$ cat src/hdl/gcwf_pkg.sv
`default_nettype none
package gcwf_pkg;

  typedef enum logic [3:0] {
    WK_HEADER   = 4'd0,
    WK_PARAM    = 4'd1,
    WK_PVERT    = 4'd2,
    WK_PEND     = 4'd3,
    WK_IMAGE    = 4'd4,
    WK_SETTING  = 4'd5,
    WK_NOP      = 4'd6,
    WK_INVALID  = 4'd7,
    WK_CONTROL  = 4'd8
  } word_kind_e;

  typedef enum logic [3:0] {
    PK_NONE     = 4'd0,
    PK_POLYGON  = 4'd1,
    PK_LINE     = 4'd2,
    PK_POLYLINE = 4'd3,
    PK_RECT     = 4'd4,
    PK_FILL     = 4'd5,
    PK_COPY     = 4'd6,
    PK_TOVRAM   = 4'd7,
    PK_FROMVRAM = 4'd8
  } packet_type_e;

  typedef enum logic [1:0] {
    MODE_CMD    = 2'd0,
    MODE_PARAMS = 2'd1,
    MODE_POLY   = 2'd2,
    MODE_IMAGE  = 2'd3
  } rx_mode_e;

  localparam logic [31:0] TERM_PATTERN = 32'h5000_5000;

  // command port opcodes
  localparam logic [7:0] OP_NOP_00   = 8'h00;
  localparam logic [7:0] OP_NOP_01   = 8'h01;
  localparam logic [7:0] OP_FILL     = 8'h02;
  localparam logic [7:0] OP_NOP_03   = 8'h03;
  localparam logic [7:0] OP_NOP_04   = 8'h04;
  localparam logic [7:0] OP_NOP_1E   = 8'h1e;
  localparam logic [7:0] OP_IRQ      = 8'h1f;
  localparam logic [7:0] OP_COPY     = 8'h80;
  localparam logic [7:0] OP_TOVRAM   = 8'ha0;
  localparam logic [7:0] OP_FROMVRAM = 8'hc0;
  localparam logic [7:0] OP_NOP_E0   = 8'he0;
  localparam logic [7:0] OP_DRAWMODE = 8'he1;
  localparam logic [7:0] OP_TEXWIN   = 8'he2;
  localparam logic [7:0] OP_AREA_TL  = 8'he3;
  localparam logic [7:0] OP_AREA_BR  = 8'he4;
  localparam logic [7:0] OP_OFFSET   = 8'he5;
  localparam logic [7:0] OP_MASK     = 8'he6;
  localparam logic [7:0] OP_NOP_E7   = 8'he7;
  localparam logic [7:0] OP_NOP_EF   = 8'hef;

  // primitive classes in bits 31..29
  localparam logic [2:0] PRIM_POLY = 3'd1;
  localparam logic [2:0] PRIM_LINE = 3'd2;
  localparam logic [2:0] PRIM_RECT = 3'd3;

  // control port opcodes
  localparam logic [7:0] CTL_RESET   = 8'h00;
  localparam logic [7:0] CTL_CLRBUF  = 8'h01;
  localparam logic [7:0] CTL_IRQ_ACK = 8'h02;
  localparam logic [7:0] CTL_INFO    = 8'h10;

  // info readback selectors
  localparam logic [2:0] INFO_TEXWIN  = 3'd2;
  localparam logic [2:0] INFO_AREA_TL = 3'd3;
  localparam logic [2:0] INFO_AREA_BR = 3'd4;
  localparam logic [2:0] INFO_OFFSET  = 3'd5;

  typedef struct packed {
    logic        port;
    logic [31:0] data_word;
  } in_word_t;

  typedef struct packed {
    word_kind_e   word_kind;
    packet_type_e packet_type;
    logic         last;
    logic [3:0]   params_left;
    logic [19:0]  pixels_left;
    logic [31:0]  read_data;
    logic         irq;
    logic         irq_raise;
    logic [8:0]   draw_mode;
    logic [1:0]   mask_bits;
  } out_word_t;

endpackage
`default_nettype wire

$ cat src/hdl/gpu_command_word_framer.sv
// Command word framer for a display processor with a command port and a
// control port.
// Input channel: in_valid_i / in_stall_o with in_data_i (port select and
// the 32-bit word). A word is taken at a clock edge with valid high and
// stall low. Output channel: out_valid_o / out_stall_i with out_data_o,
// one result word for every input word, in order.
// Path: an accepted word sits in the input register while it is decoded
// against the kept framing state and environment; its result is written
// to the output register when the word advances. Throughput: one word per
// cycle when the receiver does not stall, set by the single decode pass
// between the input and output registers.
// When the receiver stalls, the output register holds its word; the input
// register can still take one more word, after which in_stall_o rises until
// the output drains.
// Reset clears both valid flags, the framing state (command mode, no open
// packet), the drawing environment, the interrupt flag and the read latch.
`default_nettype none
module gpu_command_word_framer (
  input  wire logic               clk_i,
  input  wire logic               rst_ni,
  input  wire logic               in_valid_i,
  output logic                    in_stall_o,
  input  wire gcwf_pkg::in_word_t in_data_i,
  output logic                    out_valid_o,
  input  wire logic               out_stall_i,
  output gcwf_pkg::out_word_t     out_data_o
);
  import gcwf_pkg::*;

  // pipeline registers
  logic      in_valid_q;
  in_word_t  in_q;
  logic      out_valid_q;
  out_word_t out_q;
  out_word_t out_d;

  logic out_ready;
  logic in_take;
  logic advance;

  // framing state
  rx_mode_e     mode_q, mode_d;
  logic [3:0]   params_q, params_d;
  packet_type_e pk_q, pk_d;
  logic [19:0]  pixels_q, pixels_d;

  // environment
  logic [19:0] texwin_q, texwin_d;
  logic [18:0] area_tl_q, area_tl_d;
  logic [18:0] area_br_q, area_br_d;
  logic [21:0] offset_q, offset_d;
  logic [8:0]  mode_bits_q, mode_bits_d;
  logic [1:0]  mask_q, mask_d;
  logic        irq_q, irq_d;
  logic [31:0] latch_q, latch_d;

  // decode helpers
  logic [31:0] w;
  logic [7:0]  op;
  logic        tex, shade, bit27;
  logic [3:0]  verts, mult, poly_n, rect_n, line_n;
  logic [3:0]  params_dec;
  logic [10:0] img_w;
  logic [9:0]  img_h;
  logic [20:0] img_px;

  word_kind_e   kind;
  packet_type_e pk_out;
  logic         last;
  logic         raise;

  assign out_ready  = !out_valid_q || !out_stall_i;
  assign advance    = in_valid_q && out_ready;
  assign in_stall_o = in_valid_q && !out_ready;
  assign in_take    = in_valid_i && !in_stall_o;

  assign w     = in_q.data_word;
  assign op    = w[31:24];
  assign tex   = w[26];
  assign shade = w[28];
  assign bit27 = w[27];

  assign verts  = 4'd3 + 4'(bit27);
  assign mult   = 4'd1 + 4'(tex) + 4'(shade);
  assign poly_n = 4'(verts * mult) - 4'(shade);
  assign rect_n = 4'd1 + 4'(w[28:27] == 2'd0) + 4'(tex);
  assign line_n = shade ? 4'd3 : 4'd2;

  assign params_dec = (params_q != 4'd0) ? params_q - 4'd1 : 4'd0;

  // width and height wrap to 1..1024 and 1..512
  assign img_w  = {1'b0, w[9:0] - 10'd1} + 11'd1;
  assign img_h  = {1'b0, w[24:16] - 9'd1} + 10'd1;
  assign img_px = 21'(img_w * img_h);

  always_comb begin
    mode_d      = mode_q;
    params_d    = params_q;
    pk_d        = pk_q;
    pixels_d    = pixels_q;
    texwin_d    = texwin_q;
    area_tl_d   = area_tl_q;
    area_br_d   = area_br_q;
    offset_d    = offset_q;
    mode_bits_d = mode_bits_q;
    mask_d      = mask_q;
    irq_d       = irq_q;
    latch_d     = latch_q;
    kind        = WK_NOP;
    pk_out      = PK_NONE;
    last        = 1'b0;
    raise       = 1'b0;

    if (in_q.port) begin
      kind = WK_CONTROL;
      unique case (op)
        CTL_RESET: begin
          texwin_d    = '0;
          area_tl_d   = '0;
          area_br_d   = '0;
          offset_d    = '0;
          mode_bits_d = '0;
          mask_d      = '0;
          irq_d       = 1'b0;
          mode_d      = MODE_CMD;
          params_d    = '0;
          pk_d        = PK_NONE;
          pixels_d    = '0;
        end
        CTL_CLRBUF: begin
          mode_d   = MODE_CMD;
          params_d = '0;
          pk_d     = PK_NONE;
          pixels_d = '0;
        end
        CTL_IRQ_ACK: irq_d = 1'b0;
        CTL_INFO: begin
          unique case (w[2:0])
            INFO_TEXWIN:  latch_d = {12'd0, texwin_q};
            INFO_AREA_TL: latch_d = {13'd0, area_tl_q};
            INFO_AREA_BR: latch_d = {13'd0, area_br_q};
            INFO_OFFSET:  latch_d = {10'd0, offset_q};
            default: ;
          endcase
        end
        default: ;
      endcase
      pk_out = pk_d;
    end else begin
      unique case (mode_q)
        MODE_PARAMS: begin
          kind     = WK_PARAM;
          pk_out   = pk_q;
          params_d = params_dec;
          if (params_dec == 4'd0) begin
            if (pk_q == PK_TOVRAM) begin
              pixels_d = img_px[19:0];
              mode_d   = MODE_IMAGE;
            end else begin
              last     = 1'b1;
              mode_d   = MODE_CMD;
              pk_d     = PK_NONE;
              pixels_d = '0;
            end
          end
        end
        MODE_POLY: begin
          pk_out = PK_POLYLINE;
          if ((w & TERM_PATTERN) == TERM_PATTERN) begin
            kind     = WK_PEND;
            last     = 1'b1;
            mode_d   = MODE_CMD;
            params_d = '0;
            pk_d     = PK_NONE;
            pixels_d = '0;
          end else begin
            kind = WK_PVERT;
          end
        end
        MODE_IMAGE: begin
          kind     = WK_IMAGE;
          pk_out   = PK_TOVRAM;
          // two pixels a word, one if only one is left
          pixels_d = (pixels_q >= 20'd2) ? pixels_q - 20'd2 : 20'd0;
          if (pixels_d == 20'd0) begin
            last     = 1'b1;
            mode_d   = MODE_CMD;
            params_d = '0;
            pk_d     = PK_NONE;
          end
        end
        MODE_CMD: begin
          unique case (op)
            OP_DRAWMODE: begin
              kind        = WK_SETTING;
              mode_bits_d = {w[13], w[12], w[11], w[5:0]};
            end
            OP_TEXWIN: begin
              kind     = WK_SETTING;
              texwin_d = w[19:0];
            end
            OP_AREA_TL: begin
              kind      = WK_SETTING;
              area_tl_d = w[18:0];
            end
            OP_AREA_BR: begin
              kind      = WK_SETTING;
              area_br_d = w[18:0];
            end
            OP_OFFSET: begin
              kind     = WK_SETTING;
              offset_d = w[21:0];
            end
            OP_MASK: begin
              kind   = WK_SETTING;
              mask_d = w[1:0];
            end
            OP_IRQ: begin
              kind = WK_SETTING;
              if (!irq_q) begin
                irq_d = 1'b1;
                raise = 1'b1;
              end
            end
            OP_FILL: begin
              kind     = WK_HEADER;
              pk_out   = PK_FILL;
              pk_d     = PK_FILL;
              params_d = 4'd2;
              mode_d   = MODE_PARAMS;
            end
            OP_COPY: begin
              kind     = WK_HEADER;
              pk_out   = PK_COPY;
              pk_d     = PK_COPY;
              params_d = 4'd3;
              mode_d   = MODE_PARAMS;
            end
            OP_TOVRAM: begin
              kind     = WK_HEADER;
              pk_out   = PK_TOVRAM;
              pk_d     = PK_TOVRAM;
              params_d = 4'd2;
              mode_d   = MODE_PARAMS;
            end
            OP_FROMVRAM: begin
              kind     = WK_HEADER;
              pk_out   = PK_FROMVRAM;
              pk_d     = PK_FROMVRAM;
              params_d = 4'd2;
              mode_d   = MODE_PARAMS;
            end
            OP_NOP_00, OP_NOP_01, OP_NOP_03, OP_NOP_04,
            OP_NOP_1E, OP_NOP_E0, OP_NOP_E7, OP_NOP_EF: begin
              kind = WK_NOP;
            end
            default: begin
              kind = WK_HEADER;
              unique case (w[31:29])
                PRIM_POLY: begin
                  pk_out   = PK_POLYGON;
                  pk_d     = PK_POLYGON;
                  params_d = poly_n;
                  mode_d   = MODE_PARAMS;
                end
                PRIM_LINE: begin
                  if (bit27) begin
                    pk_out   = PK_POLYLINE;
                    pk_d     = PK_POLYLINE;
                    params_d = '0;
                    mode_d   = MODE_POLY;
                  end else begin
                    pk_out   = PK_LINE;
                    pk_d     = PK_LINE;
                    params_d = line_n;
                    mode_d   = MODE_PARAMS;
                  end
                end
                PRIM_RECT: begin
                  pk_out   = PK_RECT;
                  pk_d     = PK_RECT;
                  params_d = rect_n;
                  mode_d   = MODE_PARAMS;
                end
                default: kind = WK_INVALID;
              endcase
            end
          endcase
        end
        default: ;
      endcase
    end
  end

  always_comb begin
    out_d.word_kind   = kind;
    out_d.packet_type = pk_out;
    out_d.last        = last;
    out_d.params_left = params_d;
    out_d.pixels_left = pixels_d;
    out_d.read_data   = latch_d;
    out_d.irq         = irq_d;
    out_d.irq_raise   = raise;
    out_d.draw_mode   = mode_bits_d;
    out_d.mask_bits   = mask_d;
  end

  always_ff @(posedge clk_i or negedge rst_ni) begin
    if (!rst_ni) begin
      in_valid_q  <= 1'b0;
      out_valid_q <= 1'b0;
    end else begin
      if (in_take) begin
        in_valid_q <= 1'b1;
      end else if (advance) begin
        in_valid_q <= 1'b0;
      end
      if (out_ready) begin
        out_valid_q <= in_valid_q;
      end
    end
  end

  always_ff @(posedge clk_i) begin
    if (in_take) begin
      in_q <= in_data_i;
    end
    if (advance) begin
      out_q <= out_d;
    end
  end

  always_ff @(posedge clk_i or negedge rst_ni) begin
    if (!rst_ni) begin
      mode_q      <= MODE_CMD;
      params_q    <= '0;
      pk_q        <= PK_NONE;
      pixels_q    <= '0;
      texwin_q    <= '0;
      area_tl_q   <= '0;
      area_br_q   <= '0;
      offset_q    <= '0;
      mode_bits_q <= '0;
      mask_q      <= '0;
      irq_q       <= 1'b0;
      latch_q     <= '0;
    end else if (advance) begin
      mode_q      <= mode_d;
      params_q    <= params_d;
      pk_q        <= pk_d;
      pixels_q    <= pixels_d;
      texwin_q    <= texwin_d;
      area_tl_q   <= area_tl_d;
      area_br_q   <= area_br_d;
      offset_q    <= offset_d;
      mode_bits_q <= mode_bits_d;
      mask_q      <= mask_d;
      irq_q       <= irq_d;
      latch_q     <= latch_d;
    end
  end

  assign out_valid_o = out_valid_q;
  assign out_data_o  = out_q;

`ifndef SYNTH
  a_cmd_mode_idle: assert property (@(posedge clk_i) disable iff (!rst_ni)
    mode_q == MODE_CMD |-> pk_q == PK_NONE && params_q == 4'd0 && pixels_q == 20'd0)
    else $error("command mode with open packet state");

  a_params_nonzero: assert property (@(posedge clk_i) disable iff (!rst_ni)
    mode_q == MODE_PARAMS |-> params_q != 4'd0 && pk_q != PK_NONE)
    else $error("parameter mode with no parameter pending");

  a_image_open: assert property (@(posedge clk_i) disable iff (!rst_ni)
    mode_q == MODE_IMAGE |-> pk_q == PK_TOVRAM && pixels_q != 20'd0)
    else $error("image mode without pixels pending");

  a_last_drained: assert property (@(posedge clk_i) disable iff (!rst_ni)
    out_valid_q && out_q.last |-> out_q.params_left == 4'd0 && out_q.pixels_left == 20'd0)
    else $error("packet end with counts left");

  a_raise_sets_irq: assert property (@(posedge clk_i) disable iff (!rst_ni)
    advance && raise |=> irq_q && !$past(irq_q))
    else $error("interrupt raise without flag transition");
`endif

endmodule
`default_nettype wire

$ cat config.mk
export PLATFORM = sky130hd
export DESIGN_NAME = gpu_command_word_framer
export DESIGN_NICKNAME = d
export VERILOG_FILES = /design/src/hdl/gcwf_pkg.sv /design/src/hdl/gpu_command_word_framer.sv
export SDC_FILE = /design/constraint.sdc
export NUM_CORES = 1
export LEC_CHECK = 0
export BUFFER_PORTS_ARGS = -buffer_cell sky130_fd_sc_hd__buf_2
export CORE_MARGIN = 1
export CORE_UTILIZATION = 40
export CTS_CLUSTER_SIZE = 8
export DETAILED_ROUTE_END_ITERATION = 6
export PLACE_DENSITY = 0.59
export SYNTH_ARGS = -nofsm -noshare
export SYNTH_HDL_FRONTEND = slang
export SYNTH_SLANG_ARGS = --single-unit
export TNS_END_PERCENT = 100
$ cat constraint.sdc
create_clock -name clk_i -period 17.15 [get_ports clk_i]
set_input_delay 0 -clock clk_i [delete_from_list [all_inputs] [get_ports clk_i]]
set_output_delay 0 -clock clk_i [all_outputs]
set_load 0.02 [all_outputs]
==> results of run 1 <==
-- power by group through the flow --
stage          combinational [mW]  sequential (mW)  clock (mW)
4_1_cts                      1.26            0.860       0.737
2_1_floorplan               0.932            0.857           0
5_1_grt                      1.42            0.876       0.762
3_3_place_gp                 1.23            0.866           0
3_5_place_dp                 1.24            0.870           0
6_report                     1.26            0.861       0.717
-- sequential cells by signal, indices dropped and copies added (netlist names) --
name and flops:
area_br_q 19, mode_q 2, w 32, texwin_q 20
params_q 4, out_valid_o 1, irq_q 1, area_tl_q 19
in_q 1, mode_bits_q 9, latch_q 32, mask_q 2
out_data_o 78, offset_q 22, pixels_q 20, in_valid_q 1
pk_q 4
-- worst max-delay path, delay by kind of cell, from the launching register on --
family                   cells  cell delay [ns]
adder cells (fa/ha/maj)      8             3.61
AO/OA/AOI/OAI                9             2.28
flip-flops                   1             0.74
buffers and inverters        4             0.58
XOR/XNOR                     2             0.50
AND/OR/NAND/NOR              3             0.41
-- cells by family after synthesis --
family                   count (synthesis)
AND/OR/NAND/NOR                        527
adder cells (fa/ha/maj)                136
flip-flops                             267
buffers and inverters                  192
AO/OA/AOI/OAI                          338
multiplexers                           103
XOR/XNOR                                55
-- stage by stage --
step | cell area, sq um | total power, mW | hold WS (ns)
global route | 19300 | 3.05 | 0.137
global placement | 17800 | 2.10 | 0.124
finish | 19300 | 2.83 | 0.0824
detailed placement | 17800 | 2.11 | 0.142
CTS | 19300 | 2.86 | 0.0958
floorplan | 16800 | 1.79 | -0.296
-- layer usage --
layer,vias up,GRT usage
met3,74,0.0375
met5,-,0
met4,0,0.0722
met2,409,0.321
met1,6346,0.302
li1,5975,-
-- final cells by class --
type	instances	area [sq um]
Timing Repair Buffer	175	1120
Fill cell	3842	21800
Clock buffer	62	1070
Sequential cell	267	7240
Tap cell	532	666
Clock inverter	4	60.1
Inverter	106	400
Multi-Input combinational cell	1159	8770
-- worst max path at each step --
stage	from	end	slack (ns)	cells past startpoint
finish	w[0]	out_data_o[64]	8.78	26
global route	w[0]	out_data_o[64]	8.26	26
CTS	w[0]	out_data_o[64]	8.78	26
detailed placement	w[0]	out_data_o[64]	8.80	26
global placement	w[0]	out_data_o[64]	9.06	26
floorplan	w[0]	out_data_o[64]	9.63	27
-- synthesized netlist by cell type, types with 4 or more instances --
cell type / n
o2bb2ai_1: 7
or3_1: 9
a21oi_1: 45
inv_1: 103
o21a_1: 5
a211o_1: 4
and4_1: 4
dfrtp_1: 156
nand3_1: 23
or2_1: 4
a21o_1: 11
a221oi_1: 22
ha_1: 65
nor2_1: 129
and2_1: 29
clkbuf_1: 64
o211ai_1: 10
nand2b_1: 28
o22ai_1: 10
mux2i_1: 13
o31ai_1: 8
a31oi_1: 7
edfxtp_1: 111
nor4_4: 5
nand2_1: 185
xnor2_1: 32
nor4_1: 8
xor2_1: 23
a22oi_1: 11
a22o_1: 31
nor3_1: 36
a21boi_0: 4
mux2_1: 7
or2_2: 6
buf_2: 15
o21ai_2: 4
mux2_2: 83
nand4_1: 9
fa_1: 71
o21ai_0: 113
nor2b_1: 23
-- repair_timing --
item / in CTS / in global routing
gates resized for setup: 0 / 0
hold buffers: 37 / 0
endpoints found under the hold margin: 121 / 0
==> results.txt, run 1 <==
Commonest cells after routing, fill and taps aside = 185 x nand2_1, 156 x dfrtp_1, 127 x nor2_1
Register area share after synthesis = 0.432
Reg2reg setup slack = 8.78 ns
Worst slew margin = 0.235
Synth Area in XOR/XNOR = 0.0287
Core Region = 0.0411 sq mm
I/O pin count = 117
Setup TNS = 0 ns
Avg Inst Size Synth = 10.4 sq um
Max FO, Critical Path = 16
Main combinational cell family by area after synthesis = simple AND/OR/NAND/NOR gates
Commonest non-fill, non-tap cell in the layout = nand2_1
Clock Sinks = 267
Final period util = 0.488
Met2 Routed Length = 19800 um
ANT nets after route = 0
PD cells = 147 mW/mm^2
Final net count = 1921
Routed vias/inst = 5.55
Vias in the first global route = 12500
Pint = 1.72 mW
Hpwl dp = 30600 um
Syn-to-layout area delta = 15.3%
Post-Place Worst Slack = 8.80 ns
Main synth FF type = dfrtp_1
Num CTS Buffers = 39
Fin cells = 2305
R2r endpoint = out_data_o[64]
Gpl congestion = 0.912
H-tree levels = 2
NetSw = 1.12 mW
CP max stage delay = 0.74 ns
PortBufs = 116
Post-synth top area share = 0.233
Die area = 0.0427 sq mm
DRT Wirelength = 44400 um
Top cells by area, synth = dfrtp_1 23%, edfxtp_1 20%, fa_1 8.5%
Post-synthesis simple-gate area fraction = 0.155
Per-cell routed wire length = 19.3 um
Drt first pass iters = 7
Post-synthesis adder-cell area fraction = 0.133
Inserted Diodes = 0
Seq cells post-synth = 267
Postcts setup bufs = 0
R2r startpoint = w[0]
Arrival @ worst endpoint = 8.68 ns
CP most frequent cell = fa_1
Mux cell area share after synthesis = 0.0682
Remaining DRCs = 9
Synth Instances = 1618
Switch share = 0.394
Initial antenna violation count = 0
Placed cell count = 2202
Share of cells above drive strength 1 = 0.177
Hold Vio Cnt, Final = 0
DRT met1 WL = 20500 um
Post-synth EDFFs = 111
Post-synth cell types = 89
Synthesized Nets = 1791
Reg clk slew, reported paths = 0.06 ns
Die Wd = 207 um
Fmax achieved = 119 MHz
Clk buf depth = 3
Gr usage total = 0.211
Clk pwr share = 0.253
Setup violators final = 0
Synth area leader = dfrtp_1
CTS Root Cell = clkbuf_16
Reg2Reg Depth = 26
Slew @ Worst Pin = 1.14 ns
Cell row count = 74
Status = finished, violations left
Worst hold path type = in -> async
Max Cap Violations = 0
Crit end category = flip-flop
Initial core utilization = 0.408
Global route total overflow = 0
Asr flop ratio synth = 0.584
Comb pwr share = 0.443
First-pass GRT wire length = 69500 um
DIE HEIGHT = 207 um
Worst VDD drop = 0.118 mV
Pleak = 8.42 nW
Clock Skews = 0.0156 ns
Compound-Gate Fraction of Synth Area = 0.138
Critical path class = reg -> reg
Unrepaired setup endpoints after global routing = no
Failing checks = DRC
Largest net degree at the start of global routing = 88
Max-slew violations = 0
Fin util = 0.470
CP max stage cell = edfxtp_1
Top Metal Used = met4
Clk_lat worst skew = 0.56 ns
Clock period minus worst slack = 8.37 ns
WP data required = 17.46 ns
TritonCTS clock tree = built
Yosys warning count = 0
Via count = 12800
Worst Setup Start Kind = flip-flop
Initial DRC count = 933
Mapped Area = 0.0168 sq mm
Post-route setup slack = 8.78 ns
Sequential share of power = 0.304
Met3 wire len = 2840 um
Power figures use the tool's default switching activity.
==> run 2, diff against run 1 <==
==> constraint.sdc (replaced) <==
create_clock -name clk_i -period 8.2 [get_ports clk_i]
set_input_delay 0 -clock clk_i [delete_from_list [all_inputs] [get_ports clk_i]]
set_output_delay 0 -clock clk_i [all_outputs]
set_load 0.02 [all_outputs]
==> run 2 against run 1 <==
  * Flip-flop and latch count unchanged
  * Largest cell class unchanged
  * Largest power group unchanged
  * Final area up 0.51%
  * Critical path depth fell by 1
  * Die area unchanged
  * The run still ends with DRC left
  * Critical endpoint unchanged
==> results.txt, run 2 (synthesis gave the netlist of run 1 again) <==
Critical path class = reg -> reg
TritonCTS clock tree = built
Initial DRC count = 849 (-9.0%)
Crit end category = flip-flop
Filler Cells Inserted = 3810 (-0.83%)
Core Region = 0.0411 sq mm (unchanged)
Instance count on the critical path = 25 (-3.8%)
Max Cap Violations = 0 (unchanged)
Worst slew margin = 0.358 (+0.123)
Initial antenna violation count = 1 (+1)
Top delay family on crit path = adder cells
Per-cell routed wire length = 19.3 um (+0.28%)
Routed vias/inst = 5.49 (-1.2%)
Reg2reg setup slack = 0.54 ns (-8.24 ns)
Initial core utilization = 0.408 (unchanged)
Share of cells above drive strength 1 = 0.181 (+0.00421)
Gpl congestion = 0.904 (-0.82%)
Clock period minus worst slack = 7.66 ns (-0.709 ns)
Max FFs per register = 78 (unchanged)
PortBufs = 116 (unchanged)
CTS Root Cell = clkbuf_16
Clk buf depth = 3 (unchanged)
Clk_lat worst skew = 0.57 ns (about the same)
Commonest non-fill, non-tap cell in the layout = nand2_1
Setup violators final = 0 (unchanged)
Worst VDD drop = 0.295 mV (+150%)
Max FO, Critical Path = 8 (-8)
Die Wd = 207 um (unchanged)
Max-slew violations = 0 (unchanged)
I/O pin count = 117 (unchanged)
CP max stage delay = 0.57 ns (-0.17 ns)
DRT Wirelength = 44800 um (+0.88%)
Post-Place Worst Slack = 0.442 ns (-8.36 ns)
Hpwl dp = 31200 um (+2.2%)
Fmax achieved = 131 MHz (+9.3%)
Clock Skews = 0.0184 ns (+0.00286 ns)
Syn-to-layout area delta = 15.9%
CP most frequent cell = fa_1
Largest net degree at the start of global routing = 89 (+1.1%)
Inserted Diodes = 0 (unchanged)
PD cells = 306 mW/mm^2 (+110%)
ANT nets after route = 0 (unchanged)
Buf/Inv on CP = 3 (-1)
Post-route setup slack = 0.539 ns (-8.24 ns)
Postcts setup bufs = 0 (unchanged)
Drt first pass iters = 7 (unchanged)
Final net count = 1932 (+0.57%)
Num CTS Buffers = 39 (unchanged)
CP max stage cell = or4b_4
Remaining DRCs = 3 (-6)
Slew @ Worst Pin = 0.963 ns (-0.177 ns)
Via count = 12700 (-0.56%)
Die area = 0.0427 sq mm (unchanged)
Gr usage total = 0.214 (+0.00319)
Pleak = 8.49 nW (+0.72%)
First-pass GRT wire length = 70800 um (+2.0%)
Setup TNS = 0 ns (unchanged)
Failing checks = DRC
Arrival @ worst endpoint = 7.96 ns (-0.72 ns)
Unrepaired setup endpoints after global routing = no
Clock Sinks = 267 (unchanged)
Commonest cells after routing, fill and taps aside = 185 x nand2_1, 156 x dfrtp_1, 127 x nor2_1
WP data required = 8.50 ns (-8.96 ns)
H-tree levels = 2 (unchanged)
Cell row count = 74 (unchanged)
Reg2Reg Depth = 25 (-3.8%)
Hold Vio Cnt, Final = 0 (unchanged)
Final period util = 0.934 (+0.446)
Status = finished, violations left
DIE HEIGHT = 207 um (unchanged)
Worst hold path type = in -> async
Vias in the first global route = 12600 (+0.84%)
Worst Setup Start Kind = flip-flop
Global route total overflow = 0 (unchanged)
Reg clk slew, reported paths = 0.05 ns (about the same)
run 2: final cells by class:
class,instances,area [sq um],area share
clock buffer,66,1100,0.0566
clock inverter,3,48.8,0.00251
inverter,106,400,0.0206
multi-input combinational,1159,8770,0.451
sequential,267,7240,0.373
tap,532,666,0.0343
timing repair buffer,186,1200,0.0620
run 2: metrics by stage:
stage               power [mW]  instance area [sq um]  utilization  instances  hold WS (ns)
finish                    5.95                  19400        0.472       2319        0.0863
global route              6.41                  19400        0.472       2319         0.144
CTS                       6.00                  19400        0.472       2319         0.118
detailed placement        4.42                  17900        0.436       2213         0.143
global placement          4.36                  17900        0.436       2213         0.136
floorplan                 3.74                  16800            -       1618        -0.296
run 2: path summary, 6_finish.rpt:
| kind | endpoint | start |
|---|---|---|
| min in group clk_i | w[21] | in_data_i[21] |
| max in group asynchronous | offset_q[9] | rst_ni |
| max reg2reg | out_data_o[64] | w[17] |
| min reg2reg | latch_q[29] | latch_q[29] |
| min | pixels_q[16] | rst_ni |
| max | out_data_o[64] | w[17] |
run 2: what timing repair did:
action                                 4_1_cts  5_1_grt
hold buffers                                37        0
setup endpoints to repair                    0        3
endpoints found under the hold margin      122        0
gates resized for setup                      0        2
run 2: layer usage:
| layer | GRT usage | routed length, um |
|---|---|---|
| met1 | 0.309 | 20900 |
| met2 | 0.331 | 20500 |
| met3 | 0.0331 | 2430 |
| met4 | 0.0626 | 934 |
| met5 | 0 | 0 |
run 2: where the power goes:
group          internal (mW)  switching [mW]  total, mW
sequential              1.63           0.169       1.80
combinational           1.07            1.56       2.63
clock                  0.914           0.607       1.52
total                   3.62            2.33       5.95
